--- config.mk ---
export PLATFORM = sky130hd
export DESIGN_NAME = gamepad_event_packet_ring
export DESIGN_NICKNAME = d
export VERILOG_FILES = /design/src/hdl/gepr_pkg.sv /design/src/hdl/gamepad_event_packet_ring.sv /design/src/hdl/gepr_ctrl.sv /design/src/hdl/gepr_dp.sv
export SDC_FILE = /design/constraint.sdc
export NUM_CORES = 1
export LEC_CHECK = 0
export BUFFER_PORTS_ARGS = -buffer_cell sky130_fd_sc_hd__buf_2
export CORE_MARGIN = 4
export CORE_UTILIZATION = 39
export DETAILED_ROUTE_END_ITERATION = 16
export GPL_TIMING_DRIVEN = 0
export PLACE_DENSITY_LB_ADDON = 0.15
export SLEW_MARGIN = 5
export SYNTH_ARGS = -nofsm -noshare
export SYNTH_HDL_FRONTEND = slang
export SYNTH_SLANG_ARGS = --single-unit
--- constraint.sdc ---
create_clock -name clk -period 4.35 [get_ports clk]
set_input_delay 0 -clock clk [delete_from_list [all_inputs] [get_ports clk]]
set_output_delay 0 -clock clk [all_outputs]
set_load 0.01 [all_outputs]
--- src/hdl/gepr_pkg.sv ---
`default_nettype none

package gepr_pkg;

    localparam int EDGE_W    = 32;
    localparam int CODE_W    = 10;
    localparam int VALUE_W   = 32;
    localparam int OP_W      = 2;
    localparam int CFG_IDX_W = 1;
    localparam int MOVE_W    = 3;
    localparam int BTN_W     = 8;
    localparam int ENTRY_W   = 2 * MOVE_W + 1 + BTN_W;
    localparam int IN_DATA_W  = 48;
    localparam int OUT_DATA_W = 24;

    localparam logic [OP_W-1:0] OP_SYNC = 2'd0;
    localparam logic [OP_W-1:0] OP_KEY  = 2'd1;
    localparam logic [OP_W-1:0] OP_REL  = 2'd2;
    localparam logic [OP_W-1:0] OP_READ = 2'd3;

    localparam logic [CFG_IDX_W-1:0] REG_EDGE_HIGH = 1'b0;
    localparam logic [CFG_IDX_W-1:0] REG_EDGE_LOW  = 1'b1;

    localparam logic [CODE_W-1:0] SYNC_FRAME = 10'h000;
    localparam logic [CODE_W-1:0] REL_X      = 10'h000;
    localparam logic [CODE_W-1:0] REL_Y      = 10'h001;

    localparam logic [CODE_W-1:0] BTN_A      = 10'h130;
    localparam logic [CODE_W-1:0] BTN_B      = 10'h131;
    localparam logic [CODE_W-1:0] BTN_X      = 10'h133;
    localparam logic [CODE_W-1:0] BTN_Y      = 10'h134;
    localparam logic [CODE_W-1:0] BTN_LSTICK = 10'h13D;
    localparam logic [CODE_W-1:0] BTN_RSTICK = 10'h13E;
    localparam logic [CODE_W-1:0] BTN_MENU   = 10'h13B;
    localparam logic [CODE_W-1:0] BTN_SELECT = 10'h116;

    localparam logic signed [VALUE_W-1:0] KEY_RELEASE = 32'sd0;
    localparam logic signed [VALUE_W-1:0] KEY_REPEAT  = 32'sd2;

    localparam logic signed [MOVE_W-1:0] MOVE_POS  = 3'sb010;
    localparam logic signed [MOVE_W-1:0] MOVE_NEG  = 3'sb110;
    localparam logic signed [MOVE_W-1:0] MOVE_ZERO = 3'sb000;

    localparam logic signed [EDGE_W-1:0] EDGE_HIGH_RST = 32'sd32767;
    localparam logic signed [EDGE_W-1:0] EDGE_LOW_RST  = -32'sd32768;

    typedef struct packed {
        logic           hit;
        logic [2:0]     idx;
    } btn_sel_t;

    typedef struct packed {
        logic [BTN_W-1:0]              buttons;
        logic                          moved;
        logic signed [MOVE_W-1:0]      dy;
        logic signed [MOVE_W-1:0]      dx;
    } entry_t;

    // controller -> datapath
    typedef struct packed {
        logic clr_step;
        logic accept;
        logic rd_load;
    } ctrl_cmd_t;

    // datapath -> controller
    typedef struct packed {
        logic clr_done;
        logic op_read;
    } dp_status_t;

    function automatic btn_sel_t button_sel(input logic [CODE_W-1:0] code);
        btn_sel_t s;
        s.hit = 1'b1;
        s.idx = 3'd0;
        case (code)
            BTN_A:      s.idx = 3'd0;
            BTN_B:      s.idx = 3'd1;
            BTN_X:      s.idx = 3'd2;
            BTN_Y:      s.idx = 3'd3;
            BTN_LSTICK: s.idx = 3'd4;
            BTN_RSTICK: s.idx = 3'd5;
            BTN_MENU:   s.idx = 3'd6;
            BTN_SELECT: s.idx = 3'd7;
            default:    s.hit = 1'b0;
        endcase
        return s;
    endfunction

endpackage

`default_nettype wire

--- src/hdl/gamepad_event_packet_ring.sv ---
// Gamepad event packet ring.
// Input stream: one event per beat. s_tuser carries the op (sync, key, relative
// move, read); s_tdata carries the event code and value. Key and move events
// update the current packet; a sync report commits it to the ring; a read pops
// the oldest queued packet. Every accepted beat yields exactly one output beat.
// Config port: cfg_we/cfg_index/cfg_data write edge_high (0) or edge_low (1);
// write only while no beat is in flight.
// Results: key, move and sync beats give their result in the cycle after
// acceptance; a read beat goes through the registered ring memory read and then
// the output register. Key, move and sync beats may be accepted every cycle
// while the output is not held; a read holds off new beats until it completes.
// Reset: state clears and the edges return to their reset values; the ring memory
// is then zeroed one entry per cycle, with s_tready low until every entry is done.
// Stall: the result sits in an output register; while it is held (m_tready low)
// no new beat is accepted. A beat taken in the same cycle the held result drains
// is accepted.

`default_nettype none

module gamepad_event_packet_ring #(
    parameter int RING_DEPTH = 64
) (
    input  wire logic                                 clk,
    input  wire logic                                 rst_n,
    input  wire logic                                 s_tvalid,
    output logic                                      s_tready,
    // [9:0] code, [41:10] value, [47:42] zero
    input  wire logic [gepr_pkg::IN_DATA_W-1:0]       s_tdata,
    // [1:0] op
    input  wire logic [gepr_pkg::OP_W-1:0]            s_tuser,
    output logic                                      m_tvalid,
    input  wire logic                                 m_tready,
    // [0] popped, [3:1] out_dx, [6:4] out_dy, [7] out_moved,
    // [15:8] out_buttons, [16] notify, [23:17] zero
    output logic      [gepr_pkg::OUT_DATA_W-1:0]      m_tdata,
    input  wire logic                                 cfg_we,
    input  wire logic [gepr_pkg::CFG_IDX_W-1:0]       cfg_index,
    input  wire logic [gepr_pkg::EDGE_W-1:0]          cfg_data
);
    import gepr_pkg::*;

    ctrl_cmd_t  cmd;
    dp_status_t status;

    gepr_ctrl u_ctrl (
        .clk      (clk),
        .rst_n    (rst_n),
        .s_tvalid (s_tvalid),
        .s_tready (s_tready),
        .m_tvalid (m_tvalid),
        .m_tready (m_tready),
        .status   (status),
        .cmd      (cmd)
    );

    gepr_dp #(
        .RING_DEPTH (RING_DEPTH)
    ) u_dp (
        .clk       (clk),
        .rst_n     (rst_n),
        .s_tdata   (s_tdata),
        .s_tuser   (s_tuser),
        .m_tdata   (m_tdata),
        .cfg_we    (cfg_we),
        .cfg_index (cfg_index),
        .cfg_data  (cfg_data),
        .cmd       (cmd),
        .status    (status)
    );

    a_no_accept_in_clear: assert property (@(posedge clk) disable iff (!rst_n)
        cmd.clr_step |-> !s_tready)
        else $error("beat accepted during ring clear");

    a_read_result: assert property (@(posedge clk) disable iff (!rst_n)
        (s_tvalid && s_tready && (s_tuser == OP_READ)) |=> ##1 m_tvalid)
        else $error("read beat produced no result");

    a_pop_xor_notify: assert property (@(posedge clk) disable iff (!rst_n)
        m_tvalid |-> !(m_tdata[0] && m_tdata[16]))
        else $error("pop and notify in one result");

    a_empty_result_zero: assert property (@(posedge clk) disable iff (!rst_n)
        (m_tvalid && !m_tdata[0]) |-> (m_tdata[15:1] == 15'd0))
        else $error("entry fields set without a pop");

endmodule

`default_nettype wire

--- src/hdl/gepr_ctrl.sv ---
`default_nettype none

module gepr_ctrl (
    input  wire logic                 clk,
    input  wire logic                 rst_n,
    input  wire logic                 s_tvalid,
    output logic                      s_tready,
    output logic                      m_tvalid,
    input  wire logic                 m_tready,
    input  wire gepr_pkg::dp_status_t status,
    output gepr_pkg::ctrl_cmd_t       cmd
);
    import gepr_pkg::*;

    typedef enum logic [1:0] {
        ST_CLEAR,
        ST_IDLE,
        ST_READ
    } state_t;

    state_t state_reg, state_next;
    logic   out_valid_reg, out_valid_next;
    logic   accept;

    // output slot is free when empty or drained this cycle
    assign s_tready = (state_reg == ST_IDLE) && (!out_valid_reg || m_tready);
    assign accept   = s_tvalid && s_tready;
    assign m_tvalid = out_valid_reg;

    always_comb
    begin
        cmd.clr_step = (state_reg == ST_CLEAR);
        cmd.accept   = accept;
        cmd.rd_load  = (state_reg == ST_READ);
    end

    always_comb
    begin
        state_next     = state_reg;
        out_valid_next = out_valid_reg;
        if (m_tready)
        begin
            out_valid_next = 1'b0;
        end
        case (state_reg)
            ST_CLEAR:
            begin
                if (status.clr_done)
                begin
                    state_next = ST_IDLE;
                end
            end
            ST_IDLE:
            begin
                if (accept)
                begin
                    if (status.op_read)
                    begin
                        state_next = ST_READ;
                    end
                    else
                    begin
                        out_valid_next = 1'b1;
                    end
                end
            end
            ST_READ:
            begin
                out_valid_next = 1'b1;
                state_next     = ST_IDLE;
            end
            default:
            begin
                state_next = ST_IDLE;
            end
        endcase
    end

    always_ff @(posedge clk or negedge rst_n)
    begin
        if (!rst_n)
        begin
            state_reg     <= ST_CLEAR;
            out_valid_reg <= 1'b0;
        end
        else
        begin
            state_reg     <= state_next;
            out_valid_reg <= out_valid_next;
        end
    end

endmodule

`default_nettype wire

--- src/hdl/gepr_dp.sv ---
`default_nettype none

module gepr_dp #(
    parameter int RING_DEPTH = 64
) (
    input  wire logic                                  clk,
    input  wire logic                                  rst_n,
    input  wire logic [gepr_pkg::IN_DATA_W-1:0]        s_tdata,
    input  wire logic [gepr_pkg::OP_W-1:0]             s_tuser,
    output logic      [gepr_pkg::OUT_DATA_W-1:0]       m_tdata,
    input  wire logic                                  cfg_we,
    input  wire logic [gepr_pkg::CFG_IDX_W-1:0]        cfg_index,
    input  wire logic [gepr_pkg::EDGE_W-1:0]           cfg_data,
    input  wire gepr_pkg::ctrl_cmd_t                   cmd,
    output gepr_pkg::dp_status_t                       status
);
    import gepr_pkg::*;

    localparam int PTR_W = (RING_DEPTH > 1) ? $clog2(RING_DEPTH) : 1;
    localparam logic [PTR_W-1:0] PTR_LAST = PTR_W'(RING_DEPTH - 1);

    function automatic logic [PTR_W-1:0] ptr_inc(input logic [PTR_W-1:0] p);
        return (p == PTR_LAST) ? '0 : p + 1'b1;
    endfunction

    logic signed [EDGE_W-1:0]  edge_high_reg, edge_low_reg;
    logic signed [MOVE_W-1:0]  cur_dx_reg, cur_dx_next;
    logic signed [MOVE_W-1:0]  cur_dy_reg, cur_dy_next;
    logic                      cur_moved_reg, cur_moved_next;
    logic [BTN_W-1:0]          cur_buttons_reg, cur_buttons_next;
    logic [BTN_W-1:0]          newest_btn_reg, newest_btn_next;
    logic [PTR_W-1:0]          write_pos_reg, write_pos_next;
    logic [PTR_W-1:0]          read_pos_reg, read_pos_next;
    logic                      ready_reg, ready_next;
    logic [PTR_W-1:0]          clr_cnt_reg;
    logic                      pop_reg, pop_next;

    entry_t                    ring_mem [RING_DEPTH];
    entry_t                    mem_rd_reg;
    logic                      mem_we, mem_re;
    logic [PTR_W-1:0]          mem_waddr;
    entry_t                    mem_wdata;

    logic [OUT_DATA_W-1:0]     out_data_reg;

    logic [OP_W-1:0]           op;
    logic [CODE_W-1:0]         code;
    logic signed [VALUE_W-1:0] value;
    btn_sel_t                  bsel;
    logic signed [MOVE_W-1:0]  qmove;
    logic [PTR_W-1:0]          wp_inc, rp_inc;
    logic                      advance, sync_report, notify;
    entry_t                    cur_entry;

    assign op    = s_tuser;
    assign code  = s_tdata[CODE_W-1:0];
    assign value = s_tdata[CODE_W +: VALUE_W];
    assign bsel  = button_sel(code);

    assign status.clr_done = (clr_cnt_reg == PTR_LAST);
    assign status.op_read  = (op == OP_READ);

    always_comb
    begin
        if (value >= edge_high_reg)
        begin
            qmove = MOVE_POS;
        end
        else if (value <= edge_low_reg)
        begin
            qmove = MOVE_NEG;
        end
        else
        begin
            qmove = MOVE_ZERO;
        end
    end

    assign wp_inc      = ptr_inc(write_pos_reg);
    assign rp_inc      = ptr_inc(read_pos_reg);
    assign sync_report = cmd.accept && (op == OP_SYNC) && (code == SYNC_FRAME);
    // newest_btn_reg mirrors the buttons of the slot at write_pos
    assign advance     = (cur_moved_reg || (newest_btn_reg != cur_buttons_reg))
                         && (wp_inc != read_pos_reg);

    assign cur_entry.dx      = cur_dx_reg;
    assign cur_entry.dy      = cur_dy_reg;
    assign cur_entry.moved   = cur_moved_reg;
    assign cur_entry.buttons = cur_buttons_reg;

    always_comb
    begin
        cur_dx_next      = cur_dx_reg;
        cur_dy_next      = cur_dy_reg;
        cur_moved_next   = cur_moved_reg;
        cur_buttons_next = cur_buttons_reg;
        newest_btn_next  = newest_btn_reg;
        write_pos_next   = write_pos_reg;
        read_pos_next    = read_pos_reg;
        ready_next       = ready_reg;
        pop_next         = pop_reg;
        mem_we           = 1'b0;
        mem_re           = 1'b0;
        mem_waddr        = write_pos_reg;
        mem_wdata        = cur_entry;
        notify           = 1'b0;

        if (cmd.clr_step)
        begin
            mem_we    = 1'b1;
            mem_waddr = clr_cnt_reg;
            mem_wdata = '0;
        end
        else if (cmd.accept)
        begin
            case (op)
                OP_KEY:
                begin
                    if (bsel.hit && (value != KEY_REPEAT))
                    begin
                        cur_buttons_next[bsel.idx] = (value != KEY_RELEASE);
                    end
                end
                OP_REL:
                begin
                    if (code == REL_X)
                    begin
                        cur_dx_next = qmove;
                    end
                    else if (code == REL_Y)
                    begin
                        cur_dy_next = qmove;
                    end
                    cur_moved_next = (cur_dx_next != MOVE_ZERO) || (cur_dy_next != MOVE_ZERO);
                end
                OP_SYNC:
                begin
                    if (sync_report)
                    begin
                        if (advance)
                        begin
                            write_pos_next = wp_inc;
                            ready_next     = 1'b1;
                        end
                        mem_we          = 1'b1;
                        mem_waddr       = write_pos_next;
                        newest_btn_next = cur_buttons_reg;
                        notify          = ready_next && (write_pos_next != read_pos_reg);
                        cur_dx_next     = MOVE_ZERO;
                        cur_dy_next     = MOVE_ZERO;
                        cur_moved_next  = 1'b0;
                    end
                end
                OP_READ:
                begin
                    if (write_pos_reg != read_pos_reg)
                    begin
                        read_pos_next = rp_inc;
                        mem_re        = 1'b1;
                        pop_next      = 1'b1;
                    end
                    else
                    begin
                        ready_next = 1'b0;
                        pop_next   = 1'b0;
                    end
                end
                default:
                begin
                end
            endcase
        end
    end

    always_ff @(posedge clk or negedge rst_n)
    begin
        if (!rst_n)
        begin
            edge_high_reg   <= EDGE_HIGH_RST;
            edge_low_reg    <= EDGE_LOW_RST;
            cur_dx_reg      <= MOVE_ZERO;
            cur_dy_reg      <= MOVE_ZERO;
            cur_moved_reg   <= 1'b0;
            cur_buttons_reg <= '0;
            newest_btn_reg  <= '0;
            write_pos_reg   <= '0;
            read_pos_reg    <= '0;
            ready_reg       <= 1'b0;
            clr_cnt_reg     <= '0;
            pop_reg         <= 1'b0;
        end
        else
        begin
            if (cfg_we)
            begin
                case (cfg_index)
                    REG_EDGE_HIGH: edge_high_reg <= cfg_data;
                    REG_EDGE_LOW:  edge_low_reg  <= cfg_data;
                    default:
                    begin
                    end
                endcase
            end
            cur_dx_reg      <= cur_dx_next;
            cur_dy_reg      <= cur_dy_next;
            cur_moved_reg   <= cur_moved_next;
            cur_buttons_reg <= cur_buttons_next;
            newest_btn_reg  <= newest_btn_next;
            write_pos_reg   <= write_pos_next;
            read_pos_reg    <= read_pos_next;
            ready_reg       <= ready_next;
            pop_reg         <= pop_next;
            if (cmd.clr_step && !status.clr_done)
            begin
                clr_cnt_reg <= clr_cnt_reg + 1'b1;
            end
        end
    end

    always_ff @(posedge clk)
    begin
        if (mem_we)
        begin
            ring_mem[mem_waddr] <= mem_wdata;
        end
        if (mem_re)
        begin
            mem_rd_reg <= ring_mem[read_pos_next];
        end
    end

    // beat layout: pop flag, dx, dy, moved, buttons, notify, zero pad
    always_ff @(posedge clk)
    begin
        if (cmd.rd_load)
        begin
            if (pop_reg)
            begin
                out_data_reg <= {7'd0, 1'b0, mem_rd_reg.buttons, mem_rd_reg.moved,
                                 mem_rd_reg.dy, mem_rd_reg.dx, 1'b1};
            end
            else
            begin
                out_data_reg <= '0;
            end
        end
        else if (cmd.accept && (op != OP_READ))
        begin
            out_data_reg <= {7'd0, notify, 16'd0};
        end
    end

    assign m_tdata = out_data_reg;

endmodule

`default_nettype wire

After elaboration in Yosys (flattened, before gate mapping)
Memories as Yosys holds them, arrays and structs flattened. A register that Yosys moved wholly into a read port is not among the register bits.
Index checks and enable logic that the tools add are counted.
{"block": "totals", "register_bits": 134, "ram_bits": 960, "inputBits": 88, "elab_cells": 156, "output_inout_bits": 26, "n_memories": 1}
{"memory": "u_dp.ring_mem", "depth": 64, "word_bits": 15, "read_ports": 1, "rd_ports_with_merged_regs": 1, "write_ports": 1, "line_no": "gepr_dp.sv:38", "source": "entry_t ring_mem [RING_DEPTH];"}
{"block": "classes", "muxes": 70, "eq_ne": 28, "n_bitwise": 2, "reduce_logical": 33, "n_lt_le_gt_ge": 4, "add_sub_neg": 3}
{"operator": "$mux 6", "n": 15}
{"operator": "$eq 10x9->1 const B", "n": 8}
{"operator": "$mux 24", "n": 2}
{"operator": "$mux 3", "n": 12}
{"operator": "$ge 32x32->1", "n": 1}
{"operator": "$le 32x32->1", "n": 1}
{"operator": "$ne 32x3->1 const B", "n": 1}
{"operator": "$reduce_bool 32->1", "n": 1}
{"operator": "$mux 1", "n": 27}
{"operator": "$pmux 3 s7", "n": 1}
{"operator": "$add 6x1->6 const B", "n": 3}
{"operator": "$eq 6x6->1 const B", "n": 3}
{"operator": "$ne 6x6->1", "n": 3}
{"operator": "$mux 16", "n": 1}
{"operator": "$mux 15", "n": 1}
{"operator": "$pmux 3 s2", "n": 2}
{"operator": "$reduce_and 4->1", "n": 3}
{"operator": "$eq 10x1->1 const B", "n": 1}
{"operator": "$logic_and 1x1->1", "n": 10}
{"operator": "$logic_not 10->1", "n": 1}
{"operator": "$bwmux 8", "n": 1}
{"operator": "$ne 2x2->1 const B", "n": 4}
{"operator": "$ne 8x8->1", "n": 1}
{"operator": "$reduce_or 8->1", "n": 1}
{"operator": "other kinds (18)", "n": 36}

Longest topological paths before layout
Gate-level depths: netlist of run 1.
{"block": "depth", "word_depth": 18, "mapped_depth": 16, "mapped_depth_nobuf": 13}

Hierarchy
From an unflattened synthesis of run 1, not the netlist that was laid out.
{"block": "unflattened", "cells_unflattened": 3589, "hier_area_um2": 46861.2}
{"mod": "gepr_dp", "cells_each": 3566, "n_inst": 1, "area_each_um2": 46637.2}
{"mod": "gepr_ctrl", "cells_each": 23, "n_inst": 1, "area_each_um2": 224.0}

Worst setup path before layout of run 1
OpenSTA, ideal clock, no wires.
{"block": "synth_timing", "path_type": "register to register", "start": "register u_dp.write_pos_reg[1]", "end": "memory u_dp.ring_mem[17][0] (netlist bit), enable pin", "path_buffers": 3, "path_stages_with_launch": 13, "path_slack_ps": 450, "t_arrival_ps": 3513, "cell_sequence": "dfrtp_1 -> ha_1 -> buf_2 -> a32oi_1 -> o21ai_0 -> nand3_1 -> a2111o_1 -> and3_1 -> buf_2 -> a221o_1 -> or3_1 -> buf_2 -> nor2_1"}
{"block": "synth_via", "elab_chain_len": 13, "elab_cells_between_ends": 14, "cone_classes": "add/sub (1); eq/ne (2); mux (10); reduce/logical (1)"}
{"element": "from (decl)", "line_no": "gepr_dp.sv:32", "source": "logic [PTR_W-1:0] write_pos_reg, write_pos_next;"}
{"element": "from (signal assigned)", "line_no": "gepr_dp.sv:209", "source": "write_pos_reg <= write_pos_next;"}
{"element": "$add 6x1->6 / $eq 6x6->1 (equally long branches)", "line_no": "gepr_dp.sv:23", "source": "return (p == PTR_LAST) ? '0 : p + 1'b1;"}
{"element": "$mux 6", "line_no": "gepr_dp.sv:23"}
{"element": "$ne 6x6->1", "line_no": "gepr_dp.sv:84", "source": "&& (wp_inc != read_pos_reg);"}
{"element": "$logic_and 1x1->1", "line_no": "gepr_dp.sv:84"}
{"element": "$mux 6", "line_no": "gepr_dp.sv:140", "source": "if (advance)"}
{"element": "$mux 6", "line_no": "gepr_dp.sv:138", "source": "if (sync_report)"}
{"element": "$mux 6", "line_no": "gepr_dp.sv:116", "source": "case (op)"}
{"element": "$mux 6", "line_no": "gepr_dp.sv:114", "source": "else if (cmd.accept)"}
{"element": "$mux 6", "line_no": "gepr_dp.sv:108", "source": "if (cmd.clr_step)"}
{"element": "$mux 6", "line_no": "gepr_dp.sv:138"}
{"element": "$mux 6", "line_no": "gepr_dp.sv:116"}
{"element": "$mux 6 *", "line_no": "gepr_dp.sv:114"}
{"element": "$mux 6 *", "line_no": "gepr_dp.sv:108"}
{"element": "to (decl)", "line_no": "gepr_dp.sv:38"}
Every way passes the cells marked *; elsewhere a longest branch is shown, timed or not. The select of a mux whose other input is x is not followed.

Worst setup path after layout of run 1
{"block": "layout_timing", "start": "register u_ctrl.state_reg[1]", "end": "register u_dp.mem_rd_reg[14] (netlist name)"}
{"block": "layout_via", "elab_chain_len": 5, "elab_cells_between_ends": 8, "cone_classes": "eq/ne (1); mux (4); reduce/logical (3)"}
{"element": "from (decl)", "line_no": "gepr_ctrl.sv:21", "source": "state_t state_reg, state_next;"}
{"element": "from (signal assigned)", "line_no": "gepr_ctrl.sv:88", "source": "state_reg <= state_next;"}
{"element": "$eq 2x1->1", "line_no": "gepr_ctrl.sv:26", "source": "assign s_tready = (state_reg == ST_IDLE) && (!out_valid_reg || m_tready);"}
{"element": "$logic_and 1x1->1", "line_no": "gepr_ctrl.sv:26"}
{"element": "$logic_and 1x1->1", "line_no": "gepr_ctrl.sv:27", "source": "assign accept = s_tvalid && s_tready;"}
{"element": "$mux 6 / $mux 1 (equally long branches)", "line_no": "gepr_dp.sv:114"}
{"element": "$mux 6 / $mux 1 (equally long branches)", "line_no": "gepr_dp.sv:108"}
Parallel ways exist; a longest one is shown, timed or not.
A chain may end at the register's enable or synchronous reset.

==> reports/results.ini, run 1 <==
[sta]
final_hold_viol_count=0
setup_violations=0
period_share=0.985
fin_worst_skew_ns=0.0347
whs_ns=0.0551
tightest_slew_ns=0.895
rsz0062_at_grt=no
fin_ws_ns=0.0671
slew_violations=0
slew_headroom=0.403
fin_setup_tns_ns=0
layout_min_cycle_time_ns=4.28
fmax_mhz=233

[clock_network]
numCtsBuffers=116
clock_latency_ns=0.71
cts.clk_slew.worst_paths_ns=0.06
cts.sinks=1102
cts_tree=built
cts_root_buf=clkbuf_16
htreeDepth=3
clock_path_buffers=3

[die]
placementRows=126
die_height_um=353
start_util=0.393
ios=114
coreArea_um2=118000
die_area_um2=124000
die_x_um=353

[pwr]
leakage_nw=18.8
pwr-share-seq=0.398
powerDensity_nw_per_um2=540
ir_drop_uv=478
p_int_mw=20.0
swShare=0.333
power_mw=30.0
p_sw_mw=10.0
combPwrFrac=0.284
clkPwrFrac=0.318

[drt]
vias=28533
route.detailed.drc=0
route.detailed.wl_per_inst_um=24.6
firstDrtPassIters=8
finalWirelength_um=130000
initialDrtViolationCount=2612
drt.antenna.violating_nets=0
routed_via_density=5.40

[synthesis]
ys_warn_count=0
syn_avg_cell_area_um2=14.2
ys_async_sr_fraction=0.0998
synth-xor-area-share=0.00530
synth_simple_gate_area_frac=0.106
seq_area_frac_synth=0.704
synth-compound-area-share=0.0495
netlist_instances=3259
ys_ff_latch=1102
muxShareOfSynthArea=0.0901
synth_top_family_by_area=simple AND/OR/NAND/NOR gates
synthAdderAreaFrac=0.0189
synth-edff-count=992
ys_types=69
synth_ff_type=edfxtp_1
mappedNetlistArea_um2=46300

[layout]
final_cell_mix=992 x edfxtp_1, 550 x nand2_1, 347 x mux2i_1
drive_gt1_frac=0.194
final_common_cell=edfxtp_1
antennaDiodeCount=0
syn2layout_area_growth_pct=20.2
nets=3808
postLayoutCellArea_um2=55700
fillers=10373
largest_reg_flops=960

[placement]
dp.final_hpwl_um=90300
gp_congestion=0.887
placed_area_um2=50100
io_buffers=97
place_ws_ns=-1.51

[grt]
grt_antenna_before_repair=5
grt_max_degree=67
grt_usage=0.205
grt_pass1_wl_um=190000
overflow=0
grt_pass1_vias=28114

[critical_path]
worst_setup_path_end_kind=flop
worstPathArrival_ns=4.70
crit_path_start_kind=flop
worstSetupPathType=flop to flop
cp.required_ns=4.77
cp_max_fo=10

[min_path]
hp-class=primary input to flop

[flow_run]
cap_violations=0

[outcome]
status=finished clean

==> power by group through the flow <==
stage | registers [mW] | logic (mW) | clock network (mW)
after floorplan | 12.1 | 4.99 | 0
after global placement | 12.1 | 8.13 | 0
after detailed placement | 12.1 | 8.21 | 0
after CTS | 11.9 | 8.45 | 9.77
after global routing | 12.0 | 9.08 | 10.2
final | 12.0 | 8.52 | 9.56
==> routing by layer <==
layer / share of wire / track usage / routed length [µm] / up-vias
met2: 0.48 / 0.339 / 62200 / 769
met3: 0.056 / 0.0276 / 7280 / 199
li1: - / - / - / 13078
met1: 0.44 / 0.287 / 57200 / 14487
met4: 0.024 / 0.0504 / 3150 / 0
met5: 0 / 0 / 0 / -
==> cell type report <==
class / count / area (µm²) / share of cell area
buffer: 173 / 951 / 0.0171
timing repair buffer: 273 / 2920 / 0.0525
clock buffer: 151 / 3040 / 0.0547
multi-input combinational: 1905 / 13300 / 0.240
inverter: 79 / 304 / 0.00546
clock inverter: 64 / 584 / 0.0105
tap: 1536 / 1920 / 0.0345
sequential: 1102 / 32600 / 0.585
==> cell usage after synthesis, types with 5 or more instances <==
library cell  count  area [µm²]
o31ai_1           5        37.5
and3_1           22         138
a31oi_1          19         119
nor2_1          134         503
dfrtp_1          78        1950
a32oi_1          77         674
mux2i_1         347        3470
o21a_1           10        75.1
xor2_1           13         114
nand2_1         551        2070
edfxtp_1        992       29800
dfstp_2          32         841
xnor2_1          15         131
and4_1           15         131
a211oi_1         16         120
mux2_2           62         698
nand3b_1          7        52.6
and2_1            8        50.1
ha_1             70         876
o211ai_1          6        45.0
nor4_1           12        75.1
nor3_1           18        90.1
or3_1            11        68.8
clkbuf_1         72         270
nor2b_1          27         169
nand3_1         150         751
o21ai_0          57         285
a21o_1           30         225
nand2b_1          9        56.3
buf_1             5        18.8
buf_4            35         263
buf_2            63         315
a32o_1           16         160
o22ai_1           7        43.8
inv_1            75         282
a221oi_1         17         149
a21oi_1          32         160
nand4_1          99         619
==> worst max-delay path, stage by stage, from the launching register on <==
cell       delay [ns]
dfrtp_1          0.38
inv_1            0.10
ha_1             0.24
nand2_1          0.18
nor4_4           0.29
buf_4            0.20
o211ai_1         0.19
a2bb2oi_1        0.21
o22ai_2          0.46
clkbuf_1         0.65
a32oi_1          0.24
nand4_1          0.18
and4_1           0.45
nand4_1          0.20
==> stage by stage <==
stage | instances | utilization
final | 5283 | 0.472
after global routing | 5283 | 0.472
after CTS | 5274 | 0.469
after detailed placement | 4964 | 0.425
after global placement | 4898 | 0.413
after floorplan | 3265 | -
==> worst paths after layout <==
check | from | to | slack, ns | depth (start not counted)
hold reg to reg | u_dp.ready_reg$_DFFE_PN0P_ | u_dp.ready_reg$_DFFE_PN0P_ | 0.48 | 2
max in group asynchronous | rst_n | u_dp.edge_low_reg[28]$_DFFE_PN1P_ | 3.39 | 4
setup reg to reg | u_ctrl.state_reg[1]$_DFFE_PN0P_ | u_dp.mem_rd_reg[14]$_DFFE_PP_ | 0.07 | 13
setup / recovery | u_ctrl.state_reg[1]$_DFFE_PN0P_ | u_dp.mem_rd_reg[14]$_DFFE_PP_ | 0.07 | 13
min in group asynchronous | rst_n | u_dp.edge_low_reg[18]$_DFFE_PN1P_ | 0.54 | 3
hold / removal | cfg_data[19] | u_dp.edge_high_reg[19]$_DFFE_PN0P_ | 0.06 | 4
==> cells by family after synthesis <==
group                      Yosys count
DFF                               1102
and+or+nand+nor                   1078
muxes                              409
AOI/OAI and AO/OA                  313
buffers and inverters              258
adders and majority gates           70
xor gates and xnor gates            28
other                                1
==> timing repair <==
| action | CTS | global route |
|---|---|---|
| hold endpoints to repair | 192 | 0 |
| setup buffers | 34 | 12 |
| setup endpoints to repair | 974 | 816 |
| gates resized for setup | 110 | 58 |
| pin swaps | 21 | 12 |
| hold buffers | 64 | 0 |
| gates cloned | 0 | 0 |
No activity file was read; power rests on OpenSTA's default activity.
==> inputs of run 2 (changes only) <==
--- a/config.mk
+++ b/config.mk
@@ -7,7 +7,7 @@
 export LEC_CHECK = 0
 export BUFFER_PORTS_ARGS = -buffer_cell sky130_fd_sc_hd__buf_2
 export CORE_MARGIN = 4
-export CORE_UTILIZATION = 39
+export CORE_UTILIZATION = 50
 export DETAILED_ROUTE_END_ITERATION = 16
 export GPL_TIMING_DRIVEN = 0
 export PLACE_DENSITY_LB_ADDON = 0.15
==> run 2 against run 1 <==
Compared with the run above: routed wire length shrank 2.1%; critical path type unchanged; power shrank 1.1%; largest power group unchanged; highest routed layer unchanged; combinational power shrank 2%.
==> reports/results.ini, run 2 (synthesis gave the netlist of run 1 again) <==
[grt]
grt_max_degree=65
grt_usage=0.255
grt_pass1_wl_um=185000
grt_pass1_vias=28799
overflow=0
grt_antenna_before_repair=1

[layout]
largest_reg_flops=960
final_common_cell=edfxtp_1
final_cell_mix=992 x edfxtp_1, 550 x nand2_1, 347 x mux2i_1
postLayoutCellArea_um2=55300
final_cells=4977
syn2layout_area_growth_pct=19.5
drive_gt1_frac=0.192
fillers=6992
nets=3798
seq_area_um2=32600
multi_input_area_um2=13400

[die]
placementRows=111
die_x_um=312
ios=114
coreArea_um2=91800
die_area_um2=97500
start_util=0.504
die_height_um=312

[placement]
dp.final_hpwl_um=87000
dpl.cell_count=4649
placed_area_um2=49400
gp_congestion=0.934
io_buffers=97
place_ws_ns=-1.26

[outcome]
status=finished clean

[sta]
setup_violations=0
final_hold_viol_count=0
whs_ns=0.0741
tightest_slew_ns=1.23
slew_headroom=0.177
fin_worst_skew_ns=0.0283
fmax_mhz=231
rsz0062_at_grt=yes
fin_ws_ns=0.0250
layout_min_cycle_time_ns=4.33
slew_violations=0
period_share=0.994

[critical_path]
worstSetupPathType=flop to flop
worstPathArrival_ns=4.85
cp.required_ns=4.87
worst_setup_path_end_kind=flop
crit_path_start_kind=flop
cp_max_fo=10

[drt]
finalWirelength_um=127000
route.detailed.wl_per_inst_um=25.5
drt.antenna.violating_nets=0
firstDrtPassIters=7
initialDrtViolationCount=2684
route.detailed.drc=0
routed_via_density=5.84
vias=29079

[clock_network]
cts_tree=built
clock_latency_ns=0.70
clock_path_buffers=3
htreeDepth=3
cts.sinks=1102
cts_root_buf=clkbuf_16
cts.clk_slew.worst_paths_ns=0.06
numCtsBuffers=112

[pwr]
leakage_nw=18.8
ir_drop_uv=450
power_mw=29.7
powerDensity_nw_per_um2=537

[flow_run]
cap_violations=0

[min_path]
hp-class=primary input to flop

==> run 2: cell count changes in the layout (fill, tap and decap cells not counted), moves of 7 or more <==
cell	delta
and4_1	+8
buf_8	-17
buf_12	+15
nor2_4	+15
clkbuf_1	-7
nor2_2	-15
==> run 2: final cells by class <==
type,count,share of cell area
plain buffers,174,0.0170
clock buffers,147,0.0551
flip-flops and latches,1102,0.589
repair buffers,266,0.0535
inverters,79,0.00550
clock inverters,60,0.00993
multi-input cells,1905,0.242
diodes,1,0.0000452
well taps,1243,0.0281
==> run 2: final timing paths <==
path / to / slack [ns] / cells after the start / start
setup / recovery: u_dp.mem_rd_reg[9]$_DFFE_PP_ / 0.02 / 11 / u_dp.write_pos_reg[0]$_DFFE_PN0N_
hold / removal: u_dp.edge_high_reg[9]$_DFFE_PN1P_ / 0.07 / 4 / cfg_data[9]
setup reg to reg: u_dp.mem_rd_reg[9]$_DFFE_PP_ / 0.02 / 11 / u_dp.write_pos_reg[0]$_DFFE_PN0N_
hold reg to reg: u_dp.newest_btn_reg[1]$_DFFE_PN0P_ / 0.49 / 2 / u_dp.newest_btn_reg[1]$_DFFE_PN0P_
max in group asynchronous: u_dp.edge_low_reg[30]$_DFFE_PN1P_ / 3.35 / 4 / rst_n
min in group asynchronous: u_dp.edge_low_reg[24]$_DFFE_PN1P_ / 0.60 / 3 / rst_n
==> run 2: power breakdown <==
group | internal [mW] | switching, mW | leakage (nW)
Clock | 5.40 | 3.97 | 1.76
Combinational | 2.68 | 5.68 | 8.18
Sequential | 11.8 | 0.151 | 8.84
==> run 2: what timing repair did <==
action                                  4_1_cts  5_1_grt
endpoints found under the setup margin      966     1092
hold buffers                                 58        0
buffers inserted                             41       26
pin swaps                                    25       27
endpoints found under the hold margin       192        0
resized for setup                           136       40
==> run 2: metal layers <==
metal | up-vias | global-route usage | share of wire
met5 | - | 0 | 0
met4 | 0 | 0.0988 | 0.041
met2 | 1076 | 0.423 | 0.49
li1 | 13041 | - | -
met1 | 14714 | 0.338 | 0.41
met3 | 248 | 0.0433 | 0.066
==> run 2: per-stage QoR <==
stage,setup TNS [ns],util
after floorplan,0,-
after global placement,-3085.92,0.527
after detailed placement,-655.55,0.538
after CTS,-9.53,0.597
after global routing,-4.47,0.602
final,0,0.603
==> run 2: worst max-delay path, stage by stage (launching register included) <==
cell	delay, ns
dfrtp_1	0.38
buf_4	0.18
xor2_1	0.17
or3_1	0.51
o211ai_1	0.49
a2bb2oi_1	0.40
o22ai_2	0.27
clkbuf_2	0.35
a32oi_1	0.43
nand4_1	0.33
and4_2	0.43
nand4_1	0.17
